### src/sv/i2clm_pkg.sv
// Shared types and constants of the light sensor I2C master.
`timescale 1ns / 1ps

package i2clm_pkg;

	localparam int unsigned AddrW   = 7;
	localparam int unsigned TicksW  = 16;
	localparam int unsigned CfgIdxW = 2;
	localparam int unsigned RawW    = 16;
	localparam int unsigned LuxW    = 19;

	// Configuration register indexes.
	localparam logic [CfgIdxW-1:0] CFG_DEVICE_ADDRESS    = 2'd0;
	localparam logic [CfgIdxW-1:0] CFG_HALF_PERIOD_TICKS = 2'd1;
	localparam logic [CfgIdxW-1:0] CFG_ACK_POLL_LIMIT    = 2'd2;

	// Request codes.
	localparam logic [1:0] REQ_TICK  = 2'd0;
	localparam logic [1:0] REQ_WRITE = 2'd1;
	localparam logic [1:0] REQ_READ  = 2'd2;

	localparam logic [AddrW-1:0]  RST_DEVICE_ADDRESS    = 7'd35;
	localparam logic [TicksW-1:0] RST_HALF_PERIOD_TICKS = 16'd4;
	localparam logic [TicksW-1:0] RST_ACK_POLL_LIMIT    = 16'd3000;

	typedef struct packed {
		logic [AddrW-1:0]  device_address;
		logic [TicksW-1:0] half_period_ticks;
		logic [TicksW-1:0] ack_poll_limit;
	} cfg_t;

	typedef struct packed {
		logic [1:0] req_type;
		logic [7:0] cmd_byte;
		logic       sda_in;
	} item_t;

	typedef struct packed {
		logic            scl_out;
		logic            sda_out;
		logic            busy_res;
		logic            done_res;
		logic            ack_error;
		logic [RawW-1:0] raw_light;
	} step_t;

endpackage

### src/sv/i2clm_if.sv
// Handshake channel interfaces of the light sensor I2C master.
`timescale 1ns / 1ps

interface i2clm_req_if;
	logic       valid;
	logic       ready;
	logic [1:0] req_type;
	logic [7:0] cmd_byte;
	logic       sda_in;

	modport source (output valid, req_type, cmd_byte, sda_in, input ready);
	modport sink   (input valid, req_type, cmd_byte, sda_in, output ready);
endinterface

interface i2clm_res_if;
	logic        valid;
	logic        ready;
	logic        scl_out;
	logic        sda_out;
	logic        busy_res;
	logic        done_res;
	logic        ack_error;
	logic [15:0] raw_light;
	logic [18:0] lux_x16;

	modport source (output valid, scl_out, sda_out, busy_res, done_res, ack_error,
		raw_light, lux_x16, input ready);
	modport sink   (input valid, scl_out, sda_out, busy_res, done_res, ack_error,
		raw_light, lux_x16, output ready);
endinterface

interface i2clm_cfg_if;
	logic        valid;
	logic        ready;
	logic [1:0]  index;
	logic [15:0] data;

	modport source (output valid, index, data, input ready);
	modport sink   (input valid, index, data, output ready);
endinterface

### src/sv/i2clm_seq.sv
// Bus sequencer: holds the transaction state and advances it by one tick.
`timescale 1ns / 1ps

module i2clm_seq (
	input  logic              clk,
	input  logic              arst_n,
	input  logic              step,
	input  i2clm_pkg::item_t  item,
	input  i2clm_pkg::cfg_t   cfg,
	output i2clm_pkg::step_t  result
);

	localparam logic [4:0] PH_IDLE     = 5'd0;
	localparam logic [4:0] PH_ST_A     = 5'd1;
	localparam logic [4:0] PH_ST_B     = 5'd2;
	localparam logic [4:0] PH_ST_C     = 5'd3;
	localparam logic [4:0] PH_TX_LO    = 5'd4;
	localparam logic [4:0] PH_TX_HI    = 5'd5;
	localparam logic [4:0] PH_TX_TAIL  = 5'd6;
	localparam logic [4:0] PH_ACK_REL  = 5'd7;
	localparam logic [4:0] PH_ACK_HI   = 5'd8;
	localparam logic [4:0] PH_ACK_POLL = 5'd9;
	localparam logic [4:0] PH_ACK_LO   = 5'd10;
	localparam logic [4:0] PH_RX_HI    = 5'd11;
	localparam logic [4:0] PH_RX_LO    = 5'd12;
	localparam logic [4:0] PH_MA_A     = 5'd13;
	localparam logic [4:0] PH_MA_B     = 5'd14;
	localparam logic [4:0] PH_MA_C     = 5'd15;
	localparam logic [4:0] PH_NA_A     = 5'd16;
	localparam logic [4:0] PH_NA_B     = 5'd17;
	localparam logic [4:0] PH_NA_C     = 5'd18;
	localparam logic [4:0] PH_SP_A     = 5'd19;
	localparam logic [4:0] PH_SP_B     = 5'd20;

	localparam logic [1:0] STAGE_ADDR   = 2'd0;
	localparam logic [1:0] STAGE_FIRST  = 2'd1;
	localparam logic [1:0] STAGE_SECOND = 2'd2;

	logic [4:0]  phase_q, phase_d;
	logic [2:0]  bit_q, bit_d;
	logic [7:0]  shift_q, shift_d;
	logic [15:0] wait_q, wait_d;
	logic [15:0] poll_q, poll_d;
	logic [7:0]  cmd_q, cmd_d;
	logic        reading_q, reading_d;
	logic [7:0]  first_q, first_d;
	logic [15:0] meas_q, meas_d;
	logic        err_q, err_d;
	logic [1:0]  stage_q, stage_d;

	logic        start;
	logic [4:0]  phase_e;
	logic [15:0] half_ticks, poll_lim, wait_inc, poll_inc;
	logic        over, scl, sda, done;

	always_comb begin
		start      = (phase_q == PH_IDLE) &&
			(item.req_type == i2clm_pkg::REQ_WRITE || item.req_type == i2clm_pkg::REQ_READ);
		half_ticks = (cfg.half_period_ticks == '0) ? 16'd1 : cfg.half_period_ticks;
		poll_lim   = (cfg.ack_poll_limit == '0) ? 16'd1 : cfg.ack_poll_limit;

		phase_e   = start ? PH_ST_A : phase_q;
		reading_d = start ? (item.req_type == i2clm_pkg::REQ_READ) : reading_q;
		cmd_d     = (start && item.req_type == i2clm_pkg::REQ_WRITE) ? item.cmd_byte : cmd_q;
		err_d     = start ? 1'b0 : err_q;
		stage_d   = start ? STAGE_ADDR : stage_q;
		poll_d    = start ? 16'd0 : poll_q;
		wait_d    = start ? 16'd0 : wait_q;

		// Delay counter shared by every timed phase.
		wait_inc = wait_d + 16'd1;
		over     = (wait_inc >= half_ticks) || (wait_inc == 16'd0);
		poll_inc = poll_d + 16'd1;

		phase_d = phase_e;
		bit_d   = bit_q;
		shift_d = shift_q;
		first_d = first_q;
		meas_d  = meas_q;
		done    = 1'b0;

		case (phase_e)
			PH_ST_B:    begin scl = 1'b1; sda = 1'b0;       end
			PH_ST_C:    begin scl = 1'b0; sda = 1'b0;       end
			PH_TX_LO:   begin scl = 1'b0; sda = shift_q[7]; end
			PH_TX_HI:   begin scl = 1'b1; sda = shift_q[7]; end
			PH_TX_TAIL: begin scl = 1'b0; sda = shift_q[7]; end
			PH_ACK_REL: begin scl = 1'b0; sda = 1'b1;       end
			PH_ACK_LO:  begin scl = 1'b0; sda = 1'b1;       end
			PH_RX_LO:   begin scl = 1'b0; sda = 1'b1;       end
			PH_MA_A:    begin scl = 1'b0; sda = 1'b0;       end
			PH_MA_B:    begin scl = 1'b1; sda = 1'b0;       end
			PH_MA_C:    begin scl = 1'b0; sda = 1'b0;       end
			PH_NA_A:    begin scl = 1'b0; sda = 1'b1;       end
			PH_NA_C:    begin scl = 1'b0; sda = 1'b1;       end
			PH_SP_A:    begin scl = 1'b1; sda = 1'b0;       end
			default:    begin scl = 1'b1; sda = 1'b1;       end
		endcase

		if (phase_e inside {[PH_ST_A:PH_ACK_HI], [PH_ACK_LO:PH_SP_B]}) begin
			wait_d = over ? 16'd0 : wait_inc;
		end

		case (phase_e)
			PH_IDLE: ;
			PH_ST_A: if (over) phase_d = PH_ST_B;
			PH_ST_B: if (over) phase_d = PH_ST_C;
			PH_ST_C: if (over) begin
				shift_d = {cfg.device_address, reading_d};
				bit_d   = 3'd0;
				phase_d = PH_TX_LO;
			end
			PH_TX_LO: if (over) phase_d = PH_TX_HI;
			PH_TX_HI: if (over) begin
				if (bit_q == 3'd7) begin
					phase_d = PH_TX_TAIL;
				end else begin
					shift_d = {shift_q[6:0], 1'b0};
					bit_d   = bit_q + 3'd1;
					phase_d = PH_TX_LO;
				end
			end
			PH_TX_TAIL: if (over) phase_d = PH_ACK_REL;
			PH_ACK_REL: if (over) phase_d = PH_ACK_HI;
			PH_ACK_HI: if (over) begin
				poll_d  = 16'd0;
				phase_d = PH_ACK_POLL;
			end
			PH_ACK_POLL: begin
				// The slave's acknowledge is looked for on every tick here.
				if (!item.sda_in) begin
					phase_d = PH_ACK_LO;
					wait_d  = 16'd0;
				end else begin
					poll_d = poll_inc;
					if (poll_inc >= poll_lim || poll_inc == 16'd0) begin
						err_d   = 1'b1;
						phase_d = PH_ACK_LO;
						wait_d  = 16'd0;
					end
				end
			end
			PH_ACK_LO: if (over) begin
				if (stage_d != STAGE_ADDR) begin
					phase_d = PH_SP_A;
				end else if (!reading_d) begin
					stage_d = STAGE_FIRST;
					shift_d = cmd_d;
					bit_d   = 3'd0;
					phase_d = PH_TX_LO;
				end else if (err_d) begin
					phase_d = PH_SP_A;
				end else begin
					stage_d = STAGE_FIRST;
					bit_d   = 3'd0;
					shift_d = 8'd0;
					phase_d = PH_RX_HI;
				end
			end
			PH_RX_HI: if (over) begin
				shift_d = {shift_q[6:0], item.sda_in};
				phase_d = PH_RX_LO;
			end
			PH_RX_LO: if (over) begin
				if (bit_q == 3'd7) begin
					if (stage_d == STAGE_FIRST) begin
						first_d = shift_q;
						stage_d = STAGE_SECOND;
						phase_d = PH_MA_A;
					end else begin
						meas_d  = {first_q, shift_q};
						phase_d = PH_NA_A;
					end
				end else begin
					bit_d   = bit_q + 3'd1;
					phase_d = PH_RX_HI;
				end
			end
			PH_MA_A: if (over) phase_d = PH_MA_B;
			PH_MA_B: if (over) phase_d = PH_MA_C;
			PH_MA_C: if (over) begin
				bit_d   = 3'd0;
				shift_d = 8'd0;
				phase_d = PH_RX_HI;
			end
			PH_NA_A: if (over) phase_d = PH_NA_B;
			PH_NA_B: if (over) phase_d = PH_NA_C;
			PH_NA_C: if (over) phase_d = PH_SP_A;
			PH_SP_A: if (over) phase_d = PH_SP_B;
			PH_SP_B: if (over) begin
				done    = 1'b1;
				phase_d = PH_IDLE;
			end
			default: phase_d = PH_IDLE;
		endcase

		result.scl_out   = scl;
		result.sda_out   = sda;
		result.busy_res  = (phase_e != PH_IDLE);
		result.done_res  = done;
		result.ack_error = err_d;
		result.raw_light = meas_d;
	end

	always_ff @(posedge clk or negedge arst_n) begin
		if (!arst_n) begin
			phase_q   <= PH_IDLE;
			bit_q     <= '0;
			shift_q   <= '0;
			wait_q    <= '0;
			poll_q    <= '0;
			cmd_q     <= '0;
			reading_q <= 1'b0;
			first_q   <= '0;
			meas_q    <= '0;
			err_q     <= 1'b0;
			stage_q   <= STAGE_ADDR;
		end else if (step) begin
			phase_q   <= phase_d;
			bit_q     <= bit_d;
			shift_q   <= shift_d;
			wait_q    <= wait_d;
			poll_q    <= poll_d;
			cmd_q     <= cmd_d;
			reading_q <= reading_d;
			first_q   <= first_d;
			meas_q    <= meas_d;
			err_q     <= err_d;
			stage_q   <= stage_d;
		end
	end

endmodule

### src/sv/i2clm_lux.sv
// Lux scaler: raw reading times 20/3, truncated, by a reciprocal multiply.
`timescale 1ns / 1ps

module i2clm_lux (
	input  logic [i2clm_pkg::RawW-1:0] raw_light,
	output logic [i2clm_pkg::LuxW-1:0] lux_x16
);

	// ceil(2^23 / 3); exact for every dividend below 2^21.
	localparam logic [21:0] RECIP_3 = 22'd2796203;

	logic [20:0] times20;
	logic [42:0] product;

	assign times20 = {1'b0, raw_light, 4'b0} + {3'b0, raw_light, 2'b0};
	assign product = {22'd0, times20} * {21'd0, RECIP_3};
	assign lux_x16 = product[41:23];

endmodule

### src/sv/i2c_light_sensor_master_core.sv
// Top level of the light sensor I2C master: channels, configuration and registers.
// Order: a result appears in the cycle after its tick leaves the input register,
// which the tick does once the output register is free.
// Throughput: one tick accepted and one result given per clock cycle while the
// output side is ready; the sequencer steps its single state set once per tick.
// Reset: arst_n clears the sequencer to idle with both lines released, empties
// both stages and restores the configuration registers to their reset values.
`timescale 1ns / 1ps

module i2c_light_sensor_master_core (
	input  logic clk,
	input  logic arst_n,
	i2clm_req_if.sink   req,
	i2clm_res_if.source res,
	i2clm_cfg_if.sink   cfg
);

	i2clm_pkg::cfg_t  cfg_q;
	i2clm_pkg::item_t item_s1;
	i2clm_pkg::step_t step_res;
	i2clm_pkg::step_t res_q;
	logic             valid_s1;
	logic             out_valid_q;
	logic             exec;

	// The tick in the input register runs once the output register is free.
	assign exec      = valid_s1 && (!out_valid_q || res.ready);
	assign req.ready = !valid_s1 || exec;
	assign cfg.ready = 1'b1;

	always_ff @(posedge clk or negedge arst_n) begin
		if (!arst_n) begin
			cfg_q.device_address    <= i2clm_pkg::RST_DEVICE_ADDRESS;
			cfg_q.half_period_ticks <= i2clm_pkg::RST_HALF_PERIOD_TICKS;
			cfg_q.ack_poll_limit    <= i2clm_pkg::RST_ACK_POLL_LIMIT;
		end else if (cfg.valid) begin
			case (cfg.index)
				i2clm_pkg::CFG_DEVICE_ADDRESS:
					cfg_q.device_address <= cfg.data[i2clm_pkg::AddrW-1:0];
				i2clm_pkg::CFG_HALF_PERIOD_TICKS: cfg_q.half_period_ticks <= cfg.data;
				i2clm_pkg::CFG_ACK_POLL_LIMIT:    cfg_q.ack_poll_limit <= cfg.data;
				default: ;
			endcase
		end
	end

	always_ff @(posedge clk or negedge arst_n) begin
		if (!arst_n) begin
			valid_s1 <= 1'b0;
		end else if (req.ready) begin
			valid_s1 <= req.valid;
		end
	end

	always_ff @(posedge clk) begin
		if (req.ready && req.valid) begin
			item_s1.req_type <= req.req_type;
			item_s1.cmd_byte <= req.cmd_byte;
			item_s1.sda_in   <= req.sda_in;
		end
	end

	i2clm_seq u_seq (
		.clk    (clk),
		.arst_n (arst_n),
		.step   (exec),
		.item   (item_s1),
		.cfg    (cfg_q),
		.result (step_res)
	);

	always_ff @(posedge clk or negedge arst_n) begin
		if (!arst_n) begin
			out_valid_q <= 1'b0;
		end else if (exec) begin
			out_valid_q <= 1'b1;
		end else if (res.ready) begin
			out_valid_q <= 1'b0;
		end
	end

	always_ff @(posedge clk) begin
		if (exec) begin
			res_q <= step_res;
		end
	end

	i2clm_lux u_lux (
		.raw_light (res_q.raw_light),
		.lux_x16   (res.lux_x16)
	);

	assign res.valid     = out_valid_q;
	assign res.scl_out   = res_q.scl_out;
	assign res.sda_out   = res_q.sda_out;
	assign res.busy_res  = res_q.busy_res;
	assign res.done_res  = res_q.done_res;
	assign res.ack_error = res_q.ack_error;
	assign res.raw_light = res_q.raw_light;

endmodule

### src/flat_wrapper.sv
// flat-port wrapper written by rule: the top's interface ports become plain ports
module i2c_light_sensor_master_core_flat 
  (clk, arst_n, req_valid, req_req_type, req_cmd_byte, req_sda_in, req_ready, res_valid, res_scl_out, res_sda_out, res_busy_res, res_done_res, res_ack_error, res_raw_light, res_lux_x16, res_ready, cfg_valid, cfg_index, cfg_data, cfg_ready);
  i2clm_req_if req_i ();
  i2clm_res_if res_i ();
  i2clm_cfg_if cfg_i ();
  input  logic clk;
  input  logic arst_n;
  input wire logic [$bits(req_i.valid)-1:0] req_valid;
  input wire logic [$bits(req_i.req_type)-1:0] req_req_type;
  input wire logic [$bits(req_i.cmd_byte)-1:0] req_cmd_byte;
  input wire logic [$bits(req_i.sda_in)-1:0] req_sda_in;
  output wire logic [$bits(req_i.ready)-1:0] req_ready;
  output wire logic [$bits(res_i.valid)-1:0] res_valid;
  output wire logic [$bits(res_i.scl_out)-1:0] res_scl_out;
  output wire logic [$bits(res_i.sda_out)-1:0] res_sda_out;
  output wire logic [$bits(res_i.busy_res)-1:0] res_busy_res;
  output wire logic [$bits(res_i.done_res)-1:0] res_done_res;
  output wire logic [$bits(res_i.ack_error)-1:0] res_ack_error;
  output wire logic [$bits(res_i.raw_light)-1:0] res_raw_light;
  output wire logic [$bits(res_i.lux_x16)-1:0] res_lux_x16;
  input wire logic [$bits(res_i.ready)-1:0] res_ready;
  input wire logic [$bits(cfg_i.valid)-1:0] cfg_valid;
  input wire logic [$bits(cfg_i.index)-1:0] cfg_index;
  input wire logic [$bits(cfg_i.data)-1:0] cfg_data;
  output wire logic [$bits(cfg_i.ready)-1:0] cfg_ready;
  assign req_i.valid = req_valid;
  assign req_i.req_type = req_req_type;
  assign req_i.cmd_byte = req_cmd_byte;
  assign req_i.sda_in = req_sda_in;
  assign req_ready = req_i.ready;
  assign res_valid = res_i.valid;
  assign res_scl_out = res_i.scl_out;
  assign res_sda_out = res_i.sda_out;
  assign res_busy_res = res_i.busy_res;
  assign res_done_res = res_i.done_res;
  assign res_ack_error = res_i.ack_error;
  assign res_raw_light = res_i.raw_light;
  assign res_lux_x16 = res_i.lux_x16;
  assign res_i.ready = res_ready;
  assign cfg_i.valid = cfg_valid;
  assign cfg_i.index = cfg_index;
  assign cfg_i.data = cfg_data;
  assign cfg_ready = cfg_i.ready;
  i2c_light_sensor_master_core u_core (.clk(clk), .arst_n(arst_n), .req(req_i), .res(res_i), .cfg(cfg_i));
endmodule
### config.mk
export PLATFORM = sky130hd
export DESIGN_NAME = i2c_light_sensor_master_core_flat
export DESIGN_NICKNAME = d
export VERILOG_FILES = /design/src/sv/i2clm_pkg.sv /design/src/sv/i2clm_if.sv /design/src/sv/i2clm_seq.sv /design/src/sv/i2clm_lux.sv /design/src/sv/i2c_light_sensor_master_core.sv /design/src/flat_wrapper.sv
export SDC_FILE = /design/constraint.sdc
export NUM_CORES = 1
export LEC_CHECK = 0
export BUFFER_PORTS_ARGS = -buffer_cell sky130_fd_sc_hd__buf_2
export CAP_MARGIN = 20
export CORE_UTILIZATION = 55
export DETAILED_ROUTE_END_ITERATION = 8
export PLACE_DENSITY = 0.73
export SYNTH_ARGS = -nofsm -noshare
export SYNTH_HDL_FRONTEND = slang
export SYNTH_SLANG_ARGS = --single-unit
### constraint.sdc
create_clock -name clk -period 18.8 [get_ports clk]
set_input_delay 3.76 -clock clk [delete_from_list [all_inputs] [get_ports clk]]
set_output_delay 3.76 -clock clk [all_outputs]
set_load 0.01 [all_outputs]
After elaboration in Yosys (flattened, before gate mapping)
Index checks and enable logic that the tools add are counted.

cells by class
  add/sub/neg operators = 4
  multiply operators = 1
  divide/modulo/power cells = 0
  order comparisons = 6
  eq/ne operators = 37
  shift operators = 0
  muxes and demuxes = 83
  bitwise operators = 0
  reductions and logical operators = 37

operators by type and width
  cell                    count
  $mux 16                 15
  $mux 5                  27
  $pmux 5 s21             1
  $mux 8                  10
  $logic_not 16->1        4
  $mul 21x22->42 const B  1
  $eq 5x4->1 const B      8
  $pmux 8 s5              1
  $add 16x1->16 const B   2
  $ge 16x16->1            2
  $pmux 16 s2             1
  $eq 5x5->1 const B      5
  $add 20x18->21          1
  $mux 3                  7
  $eq 5x3->1 const B      4
  $mux 2                  9
  $ne 2x2->1 const B      8
  $eq 5x2->1 const B      2
  $logic_not 5->1         2
  $reduce_and 10->1       1
  $reduce_bool 5->1       2
  $reduce_or 10->1        1
  $mux 1                  9
  $pmux 3 s3              1
  25 further kinds        44

word-level totals
  bits in registers = 157
  bits in latches = 0
  bits in writable memories = 0
  memory bits (read-only) = 0
  output and inout bits = 43
  word-level logic and storage cells = 193
  memories = 0

Depth between registers and ports, before layout
Gate-level depths: netlist of run 1.

  depth in word-level cells = 12
  mapped depth = 31
  mapped depth without buffers = 31

Cells and area by module
From an unflattened synthesis of run 1, not the netlist that was laid out.

unflattened totals
  cell total of the unflattened synthesis = 1579
  area total of the unflattened synthesis = 15642.5 sq um

by module, submodules not included
  module                        instances  cells each  area each (sq um)  seq. area each (sq um)
  i2clm_seq                     1          758         6586.3             2102.0
  i2clm_lux                     1          696         6485.0             0.0
  i2c_light_sensor_master_core  1          125         2571.2             2000.7

Worst setup path after synthesis of run 1
OpenSTA, ideal clock, no wires.

  path kind = register -> output
  from = register u_core.res_q (netlist bit u_core.res.raw_light[0])
  to = output port res_lux_x16[13]
  arrival = 8598 ps
  setup slack = 6442 ps
  stages on the path, launching flop included = 28
  cells stage by stage = edfxtp_1 -> ha_1 -> fa_1 -> a21o_1 -> a2111oi_0 -> o211ai_1 -> nand4_1 -> nand4b_1 -> a21oi_1 -> nor2_1 -> ha_1 -> ha_1 -> fa_1 -> inv_1 -> fa_1 -> inv_1 -> fa_1 -> fa_1 -> ha_1 -> ha_1 -> a21o_1 -> a21oi_1 -> nor3b_1 -> or4b_2 -> o21ai_0 -> o221ai_1 -> nor4b_1 -> a211o_1

between the ends
  cells in the longest elaborated chain, start to end = 2

RTL lines
  what                    line                                text
  start, declared         i2c_light_sensor_master_core.sv:21  i2clm_pkg::step_t res_q;
  start signal, assigned  i2c_light_sensor_master_core.sv:84  res_q <= step_res;
  $add 20x18->21          i2clm_lux.sv:15                     assign times20 = {1'b0, raw_light, 4'b0} + {3'b0, raw_light, 2'b0};
  $mul 21x22->42          i2clm_lux.sv:16                     assign product = {22'd0, times20} * {21'd0, RECIP_3};
  end, declared           flat_wrapper.sv:21                  output wire logic [$bits(res_i.lux_x16)-1:0] res_lux_x16;

Every way passes these cells.

Final worst setup path of run 1
Ends and elaborated chain as after synthesis.

==> run_results.csv, run 1 <==
group,metric,value,unit
floorplanning,die_w,170,µm
yosys,async_reset_ff_share,79.6,%
clock_tree,cts.path.max_buffers,2,
critical_path,worstSetupPathType,"flop to output port",
outcome,status,"finished clean",
drt,wl_per_cell,17.0,µm
drt,highest_layer,"met4",
floorplanning,die_area,0.0288,mm²
min_path,hold_class,"flop to flop",
drt,routed-wl-met3,1410,µm
critical_path,worst-path-buf-inv,4,
clock_tree,clk_latency,0.44,ns
final_layout,antennaDiodeCount,0,
timing,period_minus_slack,13.24,ns
yosys,yosysTopAreaCellShare,18.5,%
floorplanning,rows,60,
yosys,ys_types,89,
clock_tree,cts_resized,0,
yosys,syn-mean-instance-area,10.0,µm²
yosys,yosysTopAreaCell,"dfrtp_1",
final_layout,num-fill-cells,2232,
final_layout,area_growth,8.21,%
critical_path,crit_slowest_cell,"fa_1",
placed_design,gp_congestion,0.927,
global_route,grt_overflow,0,
yosys,synth.area.mux_share,8.16,%
drt,totalWireLength,33700,µm
clock_tree,holdBufCountCts,0,
min_path,holdPathStages,1,
clock_tree,cts_setup_buffers,0,
yosys,synthFlopType,"dfrtp_1",
drt,met1_length,15200,µm
drt,drt-initial-drc-count,865,
clock_tree,htree_num_levels,4,
final_layout,drive_gt1_share,13.9,%
critical_path,rr_endpoint,"u_core.res.raw_light[2]$_DFFE_PP_",
placed_design,io_buffers,75,
timing,fmax,75.5,MHz
placed_design,hpwl,26500,µm
clock_tree,cts_made_buffers,17,
critical_path,max_stage_delay,0.67,ns
clock_tree,cts_root_buf,"clkbuf_16",
drt,avgViaCountPerCell,5.70,
critical_path,path_max_fanout,5,
global_route,first_global_vias,11300,
global_route,track_usage,24.5,%
critical_path,crit_required,15.04,ns
yosys,yosysWarnings,0,
critical_path,start_kind,"flop",
yosys,synthSimpleGateAreaFrac,10.1,%
floorplanning,initial_utilization,56.7,%
floorplanning,pin_count,77,
yosys,synth_compound_area_share,12.2,%
timing,slew_viol_final,0,
timing,tightestPinTransition,1.06,ns
critical_path,crit_arrival,9.48,ns
yosys,syn_nets,1895,
clock_tree,cts_tree,"built",
critical_path,critPathTopFamily,"adder cells",
yosys,synth_edf_count,32,
global_route,grt_start_max_net_pins,75,
yosys,synth_commonest_cells,"267 x inv_1, 214 x ha_1, 114 x dfrtp_1",
yosys,synthTopCellsByArea,"dfrtp_1 18%, ha_1 17%, fa_1 14%",
timing,finalHoldViolations,0,
timing,max_slew_margin,29.1,%
min_path,min_from,"u_core.u_seq.meas_q[5]$_DFFE_PN0P_",
floorplanning,core-area,0.0273,mm²
yosys,ys_seq_area_share,26.5,%
drt,via_count,11300,
timing,rsz0062_at_grt,"false",
clock_tree,clkTransAtPathRegs,0.07,ns
critical_path,r2r_start,"u_core.item_s1[10]$_DFFE_PP_",
yosys,yosys.area_share.xor_xnor,3.57,%
job,cap_violations,0,
timing,period_share,70.4,%
clock_tree,clock_sinks,157,
drt,antenna_left,0,
global_route,grt_pass1_wl,56200,µm
min_path,whs_endpoint,"u_core.u_seq.meas_q[5]$_DFFE_PN0P_",
floorplanning,die_h,170,µm
drt,drt_first_pass_iters,5,
global_route,antenna_found_initial,0,
yosys,yosys_register_bits,157,
drt,wl_met2,16300,µm
timing,setup_viol,0,
yosys,syn-instance-count,1540,
final_layout,nets,1948,
yosys,netlist_area,0.0155,mm²
timing,fin_skew,0.0112,ns
drt,drc,0,
timing,setup_tns,0,ns
yosys,post-synth-top-count-cell,"inv_1",
critical_path,cp-end-kind,"output port",
yosys,synth_top_family_by_area,"adder cells",
yosys,synthAdderAreaFrac,31.3,%
critical_path,rrSetupSlack,12.97,ns
critical_path,rr_worst_depth,19,
[state kept, by name (all words and copies together), names as in the netlist, 2 cells and up]
signal / cells
u_core.item_s1: 11
u_core.cfg_q: 39
u_core.u_seq.wait_q: 16
u_core.res.raw_light: 16
u_core.u_seq.meas_q: 16
u_core.u_seq.stage_q: 2
u_core.u_seq.poll_q: 16
u_core.u_seq.first_q: 8
u_core.u_seq.cmd_q: 8
u_core.u_seq.shift_q: 8
u_core.u_seq.phase_q: 5
u_core.u_seq.bit_q: 3
[metrics by stage]
step           utilization [%]  hold slack [ns]  cells  worst slack, ns  area [µm²]
4_1_cts                   61.3            0.490   1976             5.09       16700
2_1_floorplan                -            0.457   1540             6.44       15500
6_report                  61.4            0.488   1978             5.56       16700
3_5_place_dp              59.1            0.477   1944             5.58       16100
3_3_place_gp              59.1            0.467   1944             5.92       16100
5_1_grt                   61.4            0.517   1978             4.83       16700
[kinds of logic after synthesis]
| kind of cell | count (synthesis) |
|---|---|
| xor gates and xnor gates | 63 |
| AOI/OAI and AO/OA | 273 |
| other | 1 |
| buffers and inverters | 319 |
| adders and majority gates | 322 |
| muxes | 108 |
| and+or+nand+nor | 297 |
| DFF | 157 |
[routing by layer]
layer | vias up | track usage (%)
li1 | 5487 | -
met4 | 0 | 7.52
met5 | - | 0
met2 | 318 | 41.6
met3 | 54 | 2.94
met1 | 5412 | 32.7
[how the worst max path moves through the flow]
stage | to | startpoint | depth (start not counted) | slack [ns]
CTS | res_lux_x16[13] | u_core.res.raw_light[0]$_DFFE_PP_ | 28 | 5.09
global route | res_lux_x16[13] | u_core.res.raw_light[0]$_DFFE_PP_ | 29 | 4.83
floorplan | res_lux_x16[13] | u_core.res.raw_light[0]$_DFFE_PP_ | 27 | 6.44
detailed placement | res_lux_x16[13] | u_core.res.raw_light[0]$_DFFE_PP_ | 28 | 5.58
finish | res_lux_x16[13] | u_core.res.raw_light[0]$_DFFE_PP_ | 29 | 5.56
global placement | res_lux_x16[13] | u_core.res.raw_light[0]$_DFFE_PP_ | 28 | 5.92
[placed cells by master (no fill, tap or decap), types with 7 or more instances in the layout]
cell,synthesis,routed
mux2_1,18,18
xnor2_1,39,39
a21o_1,23,23
o21ai_0,46,46
nand3_1,27,27
mux2_2,58,58
dfrtp_1,114,114
a22o_1,22,22
nand2b_1,13,13
fa_1,107,107
xor2_1,24,24
or3_1,7,7
a31oi_1,17,17
inv_1,267,267
o21bai_1,7,7
a21oi_1,62,62
o31ai_1,13,13
and3_1,11,11
nor3_1,21,21
clkbuf_16,0,18
mux2i_1,15,15
buf_4,2,9
nand2_1,66,66
a221oi_1,9,9
buf_2,7,74
nor2_1,68,68
dfstp_2,11,11
mux2_4,17,17
ha_1,214,214
edfxtp_1,32,32
and2_1,7,7
nand4_1,24,24
nor4_1,11,11
o211ai_1,7,7
[worst register-to-register path, delay by kind of cell, from the launching register on]
kind            cells  cell delay [ns]
compound gates      4             0.85
fa+ha+maj           3             0.93
buf+inv             1             0.11
flops               1             0.42
mux                 1             0.44
simple gates       10             2.82
[cell type report]
type / instances / area [µm²] / share of cell area, %
Multi-Input combinational cell: 1064 / 10100 / 60.4
Timing Repair Buffer: 84 / 450 / 2.69
Clock inverter: 14 / 144 / 0.860
Tap cell: 372 / 465 / 2.78
Clock buffer: 18 / 450 / 2.69
Inverter: 269 / 1010 / 6.04
Sequential cell: 157 / 4100 / 24.5
Power of run 1 is not shown: default switching activity piles up to over one toggle a cycle in this logic, so the estimate is an artifact.
==> run 2, diff against run 1 <==
clock period = 13.3 ns   (was 18.8 ns; I/O delays follow)
==> run 2 against run 1 <==
Compared with the run above: wire length rose by 1.2%; final cell count did not move; clock-buffer cell count rose by 1; die area did not move; register-to-register slack got worse by 5.5 ns; via count rose by 1.2%; clock skew rose by 0.00087 ns; hold slack got worse by 0.0025 ns; critical path depth did not move; critical path type unchanged; highest routed layer unchanged.
==> run_results.csv, run 2 (same netlist as run 1, synthesis figures left out) <==
group,metric,value,unit
min_path,min_from,"u_core.valid_s1$_DFFE_PN0N_",
clock_tree,cts_made_buffers,17,
final_layout,largest_reg_flops,39,
critical_path,start_kind,"flop",
global_route,grt_start_max_net_pins,75,
min_path,holdPathStages,1,
min_path,hold_class,"flop to flop",
drt,avgViaCountPerCell,5.76,
timing,finalHoldViolations,0,
clock_tree,cts_setup_buffers,0,
critical_path,crit_slowest_cell,"fa_1",
critical_path,rr_worst_depth,19,
floorplanning,core-area,0.0273,mm²
placed_design,hpwl,26600,µm
floorplanning,initial_utilization,56.7,%
min_path,whs_endpoint,"u_core.res.valid$_DFFE_PN0P_",
timing,rsz0062_at_grt,"false",
critical_path,r2r_start,"u_core.item_s1[10]$_DFFE_PP_",
global_route,first_global_vias,11400,
critical_path,crit_arrival,9.43,ns
timing,max_slew_margin,28.4,%
final_layout,num-fill-cells,2253,
drt,drc,0,
clock_tree,cts.path.max_buffers,2,
final_layout,antennaDiodeCount,0,
drt,drt-initial-drc-count,1004,
critical_path,worstSetupPathType,"flop to output port",
clock_tree,clkTransAtPathRegs,0.07,ns
clock_tree,holdBufCountCts,0,
critical_path,path_max_fanout,5,
global_route,antenna_found_initial,0,
floorplanning,rows,60,
clock_tree,clk_latency,0.44,ns
floorplanning,die_h,170,µm
final_layout,area_growth,8.23,%
timing,setup_tns,0,ns
drt,drt_first_pass_iters,6,
global_route,grt_overflow,0,
clock_tree,cts_root_buf,"clkbuf_16",
global_route,track_usage,24.8,%
timing,period_share,90.9,%
floorplanning,pin_count,77,
critical_path,cp-end-kind,"output port",
drt,via_count,11400,
placed_design,io_buffers,75,
critical_path,rrSetupSlack,7.46,ns
outcome,status,"finished clean",
timing,setup_viol,0,
critical_path,critPathTopFamily,"adder cells",
floorplanning,die_area,0.0288,mm²
drt,antenna_left,0,
timing,slew_viol_final,0,
final_layout,drive_gt1_share,13.9,%
clock_tree,cts_resized,0,
job,cap_violations,0,
drt,wl_per_cell,17.2,µm
timing,fin_skew,0.0121,ns
timing,period_minus_slack,12.09,ns
floorplanning,die_w,170,µm
critical_path,rr_endpoint,"u_core.res.raw_light[6]$_DFFE_PP_",
timing,fmax,82.7,MHz
final_layout,nets,1948,
clock_tree,cts_tree,"built",
global_route,grt_pass1_wl,56900,µm
clock_tree,clock_sinks,157,
drt,totalWireLength,34100,µm
critical_path,crit_required,10.64,ns
final_layout,final_common_cell,"inv_1",
timing,tightestPinTransition,1.07,ns
clock_tree,htree_num_levels,4,
placed_design,gp_congestion,0.927,
final_layout,mostFrequentLayoutCells,"267 x inv_1, 214 x ha_1, 114 x dfrtp_1",
final_layout,regMostFlops,"u_core.cfg_q",
critical_path,max_stage_delay,0.67,ns
critical_path,worst-path-buf-inv,4,
[run 2: per-layer routing]
metal  part of all wire [%]  GRT usage, %  vias to the layer above  routed length [µm]
met5                      0             0                        -                   0
met4                    1.9          7.56                        0                 639
li1                       -             -                     5460                   -
met3                    4.2          2.54                       48                1440
met2                     49          42.0                      319               16800
met1                     45          33.4                     5575               15200
[run 2: layout make-up]
cell class                      instances  area, µm²  share of cell area, %
Clock inverter                         13        134                  0.800
Sequential cell                       157       4100                   24.5
Inverter                              269       1010                   6.04
Timing Repair Buffer                   84        450                   2.69
Multi-Input combinational cell       1064      10100                   60.4
Tap cell                              372        465                   2.78
Clock buffer                           19        464                   2.78
[run 2: worst max path at each step]
stage | start | endpoint | slack (ns) | cells after the start
floorplan | u_core.res.raw_light[0]$_DFFE_PP_ | res_lux_x16[13] | 2.04 | 27
global placement | u_core.res.raw_light[0]$_DFFE_PP_ | res_lux_x16[13] | 1.52 | 28
detailed placement | u_core.res.raw_light[0]$_DFFE_PP_ | res_lux_x16[13] | 1.20 | 28
CTS | u_core.res.raw_light[0]$_DFFE_PP_ | res_lux_x16[13] | 0.70 | 28
global route | u_core.res.raw_light[0]$_DFFE_PP_ | res_lux_x16[13] | 0.47 | 29
finish | u_core.res.raw_light[0]$_DFFE_PP_ | res_lux_x16[13] | 1.21 | 29
[run 2: worst register-to-register path, cell delays in order (launching register included)]
cell      delay (ns)
edfxtp_1        0.41
ha_1            0.39
nor2_1          0.12
nand2_1         0.46
nand2_1         0.17
inv_1           0.12
ha_1            0.23
nand3_1         0.30
or4_1           0.58
a21oi_1         0.44
ha_1            0.34
nand2_1         0.06
o21ai_0         0.08
nor3b_1         0.20
o31ai_1         0.11
o211ai_2        0.25
nand2_4         0.25
and3_2          0.32
nand2_2         0.34
mux2_1          0.42
[run 2: through the flow]
stage / instances / util (%) / setup WS, ns / hold WS [ns] / cell area, µm²
floorplan: 1540 / - / 2.04 / 0.457 / 15500
global placement: 1944 / 59.1 / 1.52 / 0.467 / 16100
detailed placement: 1944 / 59.1 / 1.20 / 0.478 / 16100
CTS: 1976 / 61.3 / 0.700 / 0.487 / 16700
global route: 1978 / 61.4 / 0.470 / 0.516 / 16700
finish: 1978 / 61.4 / 1.21 / 0.485 / 16700
Power of run 2 is left out for the same reason.
==> run 3, diff against run 2 <==
--- a/config.mk
+++ b/config.mk
@@ -6,4 +6,5 @@
 export NUM_CORES = 1
 export LEC_CHECK = 0
+export ABC_AREA = 1
 export BUFFER_PORTS_ARGS = -buffer_cell sky130_fd_sc_hd__buf_2
 export CAP_MARGIN = 20
@@ -11,4 +12,5 @@
 export DETAILED_ROUTE_END_ITERATION = 8
 export PLACE_DENSITY = 0.73
+export SKIP_CTS_REPAIR_TIMING = 1
 export SYNTH_ARGS = -nofsm -noshare
 export SYNTH_HDL_FRONTEND = slang
==> constraint.sdc (replaced) <==
create_clock -name clk -period 13.3 [get_ports clk]
set_input_delay 2.66 -clock clk [delete_from_list [all_inputs] [get_ports clk]]
set_output_delay 2.66 -clock clk [all_outputs]
set_load 0.05 [all_outputs]
==> run 3 against run 2 <==
Compared with the run above: final cell count rose by 30%; fmax grew 2.7%; largest cell class unchanged; sequential share of layout area shrank 1.4 points.
==> run_results.csv, run 3 <==
group,metric,value,unit
drt,avgViaCountPerCell,5.38,
yosys,syn_nets,2469,
timing,period_minus_slack,11.78,ns
clock_tree,clkTransAtPathRegs,0.08,ns
timing,tightestPinTransition,0.996,ns
yosys,yosysTopAreaCellShare,17.4,%
yosys,ys_seq_area_share,25.0,%
placed_design,io_buffers,75,
yosys,syn-mean-instance-area,7.75,µm²
clock_tree,cts.path.max_buffers,2,
final_layout,largest_reg_flops,39,
critical_path,rr_worst_depth,25,
critical_path,cp-end-kind,"output port",
min_path,hold_class,"flop to flop",
yosys,synth_commonest_cells,"462 x inv_1, 452 x nand2_1, 214 x ha_1",
final_layout,antennaDiodeCount,0,
drt,drc,0,
timing,setup_tns,0,ns
outcome,status,"finished clean",
timing,max_slew_margin,33.4,%
critical_path,r2r_start,"u_core.item_s1[10]$_DFFE_PP_",
yosys,synth_edf_count,32,
drt,via_count,13800,
critical_path,crit_required,10.64,ns
clock_tree,cts_root_buf,"clkbuf_16",
floorplanning,die_h,175,µm
yosys,yosysWarnings,0,
drt,wl_met2,19300,µm
yosys,post-synth-top-count-cell,"inv_1",
clock_tree,clk_latency,0.44,ns
job,cap_violations,0,
global_route,grt_start_max_net_pins,78,
drt,highest_layer,"met4",
timing,slew_viol_final,0,
yosys,netlist_area,0.0164,mm²
global_route,first_global_vias,13500,
critical_path,startpoint,"u_core.res.raw_light[0]$_DFFE_PP_",
drt,wl_per_cell,15.2,µm
critical_path,max_stage_delay,0.55,ns
drt,drt_first_pass_iters,6,
drt,totalWireLength,39100,µm
global_route,grt_overflow,0,
timing,rsz0062_at_grt,"false",
floorplanning,die_w,175,µm
yosys,yosys_register_bits,157,
drt,antenna_left,0,
final_layout,final_common_cell,"inv_1",
final_layout,mostFrequentLayoutCells,"461 x inv_1, 451 x nand2_1, 214 x ha_1",
drt,routed-wl-met3,1660,µm
yosys,syn-instance-count,2114,
drt,met1_length,17000,µm
clock_tree,cts_made_buffers,17,
global_route,track_usage,26.8,%
final_layout,stdcell_count,2571,
global_route,antenna_found_initial,0,
timing,setup_viol,0,
timing,fmax,84.9,MHz
critical_path,worstSetupPathType,"flop to output port",
critical_path,start_kind,"flop",
critical_path,crit_arrival,9.12,ns
critical_path,endpoint,"res_lux_x16[17]",
yosys,synthTopCellsByArea,"dfrtp_1 17%, ha_1 16%, fa_1 13%",
floorplanning,pin_count,77,
critical_path,path_max_fanout,5,
critical_path,cpMostUsedCell,"fa_1",
final_layout,nets,2529,
yosys,yosysTopAreaCell,"dfrtp_1",
clock_tree,htree_num_levels,4,
clock_tree,clock_sinks,157,
critical_path,rrSetupSlack,8.05,ns
drt,drt-initial-drc-count,1047,
timing,whs,0.477,ns
final_layout,regMostFlops,"u_core.cfg_q",
critical_path,crit_slowest_cell,"fa_1",
yosys,synthFlopType,"dfrtp_1",
floorplanning,die_area,0.0305,mm²
yosys,ys_types,55,
final_layout,drive_gt1_share,8.18,%
timing,fin_skew,0.0177,ns
timing,finalHoldViolations,0,
placed_design,placed_cells,2538,
final_layout,final_util,61.1,%
placed_design,gp_congestion,0.909,
clock_tree,cts_tree,"built",
yosys,async_reset_ff_share,79.6,%
critical_path,rr_endpoint,"u_core.u_seq.wait_q[12]$_DFFE_PN0P_",
floorplanning,core-area,0.0290,mm²
placed_design,hpwl,31300,µm
floorplanning,rows,62,
global_route,grt_pass1_wl,65500,µm
final_layout,area_growth,8.11,%
timing,period_share,88.5,%
floorplanning,initial_utilization,56.5,%
## run 3: changes by cell type in the layout (fill, tap and decap cells not counted), sizes merged, moves of 61 or more
| cell | change |
|---|---|
| inv | +198 |
| mux2 | -93 |
| nand2 | +392 |
| nand3 | +61 |
| nor2 | +88 |
| o21ai | +101 |
## run 3: cell families (layout without fill, tap and decap cells)
family	count (synthesis)	in the layout	synth area share, %
AO/OA/AOI/OAI	315	315	11.0
other	1	1	0.0229
XOR/XNOR	43	43	2.30
adder cells (fa/ha/maj)	321	321	29.4
buffers and inverters	505	578	11.9
AND/OR/NAND/NOR	770	770	20.3
flip-flops	157	157	25.0
multiplexers	2	2	0.122
## run 3: worst min path at each step
stage	from	slack (ns)	depth (start not counted)	to
final	u_core.u_seq.shift_q[1]$_DFFE_PN0P_	0.48	2	u_core.u_seq.shift_q[1]$_DFFE_PN0P_
after global routing	u_core.u_seq.shift_q[2]$_DFFE_PN0P_	0.50	2	u_core.u_seq.shift_q[2]$_DFFE_PN0P_
after CTS	u_core.u_seq.shift_q[5]$_DFFE_PN0P_	0.48	2	u_core.u_seq.shift_q[5]$_DFFE_PN0P_
after detailed placement	u_core.u_seq.shift_q[0]$_DFFE_PN0P_	0.46	2	u_core.u_seq.shift_q[0]$_DFFE_PN0P_
after global placement	u_core.u_seq.shift_q[1]$_DFFE_PN0P_	0.46	2	u_core.u_seq.shift_q[1]$_DFFE_PN0P_
after floorplan	u_core.u_seq.shift_q[0]$_DFFE_PN0P_	0.44	2	u_core.u_seq.shift_q[0]$_DFFE_PN0P_
## run 3: final cells by class
class	instances	area, µm²
fill	2630	11300
clock buffer	17	425
sequential	157	4100
multi-input combinational	1452	10300
clock inverter	15	191
tap	384	480
timing repair buffer	79	428
inverter	467	1750
## run 3: metrics by stage
stage,setup WS (ns),cell area (µm²)
finish,1.52,17700
global route,0.762,17700
CTS,1.44,17700
detailed placement,1.97,17100
global placement,2.12,17100
floorplan,2.32,16400
## run 3: critical path, delay by kind of cell (launching register included)
kind                       cells  cell delay [ns]
buffers and inverters          6             0.67
adders and majority gates     10             4.08
and+or+nand+nor                3             0.40
DFF                            1             0.46
AOI/OAI and AO/OA             11             2.72
xor gates and xnor gates       2             0.35
## run 3: layer usage
layer  up-vias  track usage, %
li1       6849               -
met1      6538            34.8
met2       370            46.2
met3        69            3.37
met4         0            8.99
met5         -               0
Power of run 3 is left out for the same reason.
